<file path="src/hw/rtl/assert_macros.svh">
// Assertion macros shared by the edge detector RTL.
`ifndef ASSERT_MACROS_SVH
`define ASSERT_MACROS_SVH
`ifndef ASSERT_OFF
`define LE_ASSERT(lbl, clk, rst, prop) \
  lbl: assert property (@(posedge clk) disable iff (rst) prop) else $error("assertion failed");
`define LE_ASSERT_ALWAYS(lbl, clk, prop) \
  lbl: assert property (@(posedge clk) prop) else $error("assertion failed");
`else
`define LE_ASSERT(lbl, clk, rst, prop)
`define LE_ASSERT_ALWAYS(lbl, clk, prop)
`endif
`endif

</file>
<file path="src/hw/rtl/lap_edge_pkg.sv">
// Types and constants of the 5x5 Laplacian edge detector.
package lap_edge_pkg;

  localparam int PIX_W          = 8;
  localparam int LINE_WIDTH_W   = 12;
  localparam int FRAME_HEIGHT_W = 13;
  localparam int THRESH_W       = 14;
  localparam int CFG_DATA_W     = 14;
  localparam int CFG_INDEX_W    = 2;
  localparam int OUT_ROW_W      = 12;
  localparam int OUT_COL_W      = 11;

  localparam int MAX_WIDTH_DEF  = 2048;
  localparam int MAX_HEIGHT_DEF = 4096;

  localparam int LINE_WIDTH_RST   = 1280;
  localparam int FRAME_HEIGHT_RST = 720;

  localparam int KSIZE       = 5;
  localparam int LINES       = KSIZE - 1;
  localparam int SLOT_W      = 2;
  localparam int BORDER      = 2;
  localparam int CENTRE_GAIN = 24;
  localparam int COLSUM_W    = 11;
  localparam int SUM_W       = 13;
  localparam int RESP_W      = SUM_W + 2;
  localparam int SAT_MAX     = 255;

  typedef enum logic [CFG_INDEX_W-1:0] {
    CFG_LINE_WIDTH     = 2'd0,
    CFG_FRAME_HEIGHT   = 2'd1,
    CFG_EDGE_THRESHOLD = 2'd2
  } cfg_idx_t;

  typedef struct packed {
    logic [PIX_W-1:0] grey_pixel;
    logic             frame_start;
  } pix_t;

  typedef struct packed {
    logic [PIX_W-1:0]     edge_value;
    logic                 out_valid;
    logic [OUT_ROW_W-1:0] out_row;
    logic [OUT_COL_W-1:0] out_col;
  } res_t;

  typedef struct packed {
    logic                 ov;
    logic                 inner;
    logic [OUT_ROW_W-1:0] row;
    logic [OUT_COL_W-1:0] col;
  } pos_t;

  typedef logic [LINES-1:0][PIX_W-1:0] col_t;

endpackage

</file>
<file path="src/hw/rtl/lap_edge_window.sv">
// Window column sums, centre pixel line and the Laplacian response register.
module lap_edge_window (
  input  logic                                      clk,
  input  logic                                      rst,
  input  logic                                      shift_en,
  input  lap_edge_pkg::col_t                        up,
  input  logic [lap_edge_pkg::PIX_W-1:0]            pixel,
  input  logic                                      load_en,
  output logic signed [lap_edge_pkg::RESP_W-1:0]    resp
);
  import lap_edge_pkg::*;

  logic [KSIZE-1:0][COLSUM_W-1:0] colsum;
  logic [BORDER:0][PIX_W-1:0]     ctr;
  logic [COLSUM_W-1:0]            new_sum;
  logic [SUM_W-1:0]               total;
  logic [SUM_W-1:0]               scaled;

  always_comb begin
    new_sum = COLSUM_W'(pixel);
    for (int k = 0; k < LINES; k++) begin
      new_sum = new_sum + COLSUM_W'(up[k]);
    end
    total = '0;
    for (int j = 0; j < KSIZE; j++) begin
      total = total + SUM_W'(colsum[j]);
    end
    scaled = SUM_W'(CENTRE_GAIN + 1) * SUM_W'(ctr[0]);
  end

  always_ff @(posedge clk) begin
    if (rst) begin
      colsum <= '0;
      ctr    <= '0;
    end else if (shift_en) begin
      for (int j = 0; j < KSIZE - 1; j++) begin
        colsum[j] <= colsum[j+1];
      end
      colsum[KSIZE-1] <= new_sum;
      for (int j = 0; j < BORDER; j++) begin
        ctr[j] <= ctr[j+1];
      end
      ctr[BORDER] <= up[BORDER];
    end
  end

  always_ff @(posedge clk) begin
    if (load_en) begin
      resp <= $signed({2'b00, scaled}) - $signed({2'b00, total});
    end
  end

endmodule

</file>
<file path="config.mk">
export PLATFORM = sky130hd
export DESIGN_NAME = lap_edge_window
export DESIGN_NICKNAME = d
export VERILOG_FILES = /design/src/hw/rtl/assert_macros.svh /design/src/hw/rtl/lap_edge_pkg.sv /design/src/hw/rtl/lap_edge_window.sv
export SDC_FILE = /design/constraint.sdc
export NUM_CORES = 1
export LEC_CHECK = 0
export CORE_ASPECT_RATIO = 1.1
export CORE_MARGIN = 3
export CORE_UTILIZATION = 40
export DETAILED_ROUTE_END_ITERATION = 10
export DONT_BUFFER_PORTS = 1
export GPL_ROUTABILITY_DRIVEN = 0
export PLACE_DENSITY = 0.56
export SLEW_MARGIN = 25
export SYNTH_ARGS = -nofsm -noshare
export SYNTH_HDL_FRONTEND = slang
export SYNTH_SLANG_ARGS = --single-unit
</file>
<file path="constraint.sdc">
create_clock -name clk -period 14.6 [get_ports clk]
set_clock_uncertainty 0.1 [all_clocks]
set_input_delay 3.65 -clock clk [delete_from_list [all_inputs] [get_ports clk]]
set_output_delay 3.65 -clock clk [all_outputs]
set_load 0.01 [all_outputs]
</file>
==> results.cfg <==
[clock_tree]
cts-resized-gates = 0
clock_sinks = 93
ctsRootBufferMaster = clkbuf_16
numCtsBuffers = 9
tritoncts = done
clk_latency_ps = 350
hold_buffers = 0
clock_path_buffers = 2
post-cts-setup-buffer-count = 0
htreeDepth = 3
clk_pin_slew_ps = 60

[timing]
slew_headroom = 0.755
setup_slack_ps = 7850
period_share = 0.462
hold_viol_final = 0
drv_slew = 0
setup_viol = 0
min_period_ps = 6750
grt_setup_unrepaired = no
setup_tns_ps = 0
tightest_slew_ps = 358
fmax_mhz = 148

[final_layout]
drive_above_1_share = 0.0381
diodes = 0
instances_no_fill = 800
nFillCells = 1481
area_delta_synth_final_pct = 7.50
layout.nets = 768

[floorplan]
die_area_um2 = 17600
ios = 59
die_h_um = 139
fp.dieW_um = 127
initial_core_util = 0.417
std_cell_rows = 47
core_area_um2 = 15400

[routing]
viasPerCell = 4.98
drc = 0
wl_per_cell_um = 14.1
num_vias = 3981
dr.pass1.iters = 4
wl_um = 11300
postRouteAntennaNets = 0
drt_iter0_markers = 143

[global_routing]
track_usage = 0.137
grt_max_degree = 91
grt-ovfl-total = 0
use_met2 = 0.223
grt_pass1_vias = 4125
use_met1 = 0.176
grt_pass1_wl_um = 19600
antenna_found_initial = 0
grt_use_met3 = 0.0378
grt.busiest_layer = met2

[synthesis]
synth_edf_count = 14
ys_ff_latch = 93
async_reset_ff_frac = 0
syn_area_um2 = 6420
syn_area_per_cell_um2 = 10.6
syn_nets = 777
synth_cells = 608
yosysSeqAreaShare = 0.312
ys.flop_type = dfxtp_1
synth_warnings = 0
synth_cell_types = 53

[placed_design]
io_buffers = 0
dp.cells = 784
post-dp-hpwl_um = 8790
pre_cts_ws_ps = 7490

[setup_path]
end_kind = flop
startpoint_type = input port
cp.required_ps = 14790
arrival_ps = 6940
worstSetupPathType = in2reg
cp_max_fo = 3

[power]
p_leak_nw = 3.14
powerDensity_nw_per_um2 = 144
vdd_drop_max_mv = 0.0753
power.total_mw = 0.998

[outcome]
status = finished, final reports clean

[job]
drv_cap = 0

[hold_path]
worst_hold_path_type = reg2reg
worst paths after layout:
check	from	endpoint	slack (ps)	cells past startpoint
setup / recovery	up[1]	colsum[51]	7850	13
hold / removal	ctr[21]	ctr[21]	390	2
setup reg to reg	colsum[5]	resp[12]	8240	22
hold reg to reg	ctr[21]	ctr[21]	390	2
stage by stage:
step	cell area (um2)	hold slack, ps	utilization
final	6910	394	0.448
after global routing	6910	420	0.448
after CTS	6910	401	0.448
after detailed placement	6580	386	0.427
after global placement	6580	372	0.427
after floorplan	6420	360	-
metal layers:
layer,vias up,part of all wire
met5,-,0
met1,1902,0.45
li1,1985,-
met4,0,0.016
met3,12,0.049
met2,82,0.48
sequential cells by signal (all words and copies together), names as in the netlist:
register,count
colsum,55
ctr,24
resp,14
logic make-up after synthesis:
logic type	count (synthesis)	share of synthesized area
AOI/OAI and AO/OA	63	0.0678
xor gates and xnor gates	21	0.0286
adders and majority gates	125	0.324
buffers and inverters	105	0.0637
DFF	93	0.312
muxes	74	0.115
and+or+nand+nor	127	0.0890
cell usage after synthesis, types with 8 or more instances:
master	n	area, um2
mux2i_1	74	741
dfxtp_1	79	1580
xor2_1	9	78.8
inv_1	85	319
ha_1	56	701
o21ai_0	12	60.1
a21oi_1	17	85.1
nor2_1	86	323
edfxtp_1	14	420
fa_1	69	1380
nand2_1	8	30.0
xnor2_1	12	105
buf_2	9	45.0
area by class of cell:
class / instances / area [um2] / share of cell area
flip-flops and latches: 93 / 2000 / 0.290
multi-input cells: 410 / 4010 / 0.581
well taps: 196 / 245 / 0.0355
clock inverters: 4 / 70.1 / 0.0101
clock buffers: 12 / 256 / 0.0371
inverters: 85 / 319 / 0.0462
cell usage in the layout, fill, tap and decap left out, types with 6 or more instances in the layout:
cell,synthesis,layout
nor2_1,86,86
inv_1,85,85
dfxtp_1,79,79
mux2i_1,74,74
fa_1,69,69
ha_1,56,56
a21oi_1,17,17
edfxtp_1,14,14
xnor2_1,12,12
o21ai_0,12,12
xor2_1,9,9
clkbuf_16,0,9
nand2_1,8,8
a211oi_1,7,7
nand3_1,6,6
where the power goes:
part,switching [mW],internal [mW],total (mW)
sequential,0.0310,0.312,0.343
clock,0.0937,0.159,0.252
combinational,0.216,0.187,0.403
total,0.341,0.657,0.998
critical path, stage by stage:
cell and delay (ps):
fa_1 480, fa_1 510, inv_1 50, fa_1 450
inv_1 70, ha_1 210, inv_1 70, fa_1 400
nor2b_1 170, o31a_1 200, o21ai_0 120, or4b_1 480
nand3_1 90
No activity file was read; power rests on OpenSTA's default activity.
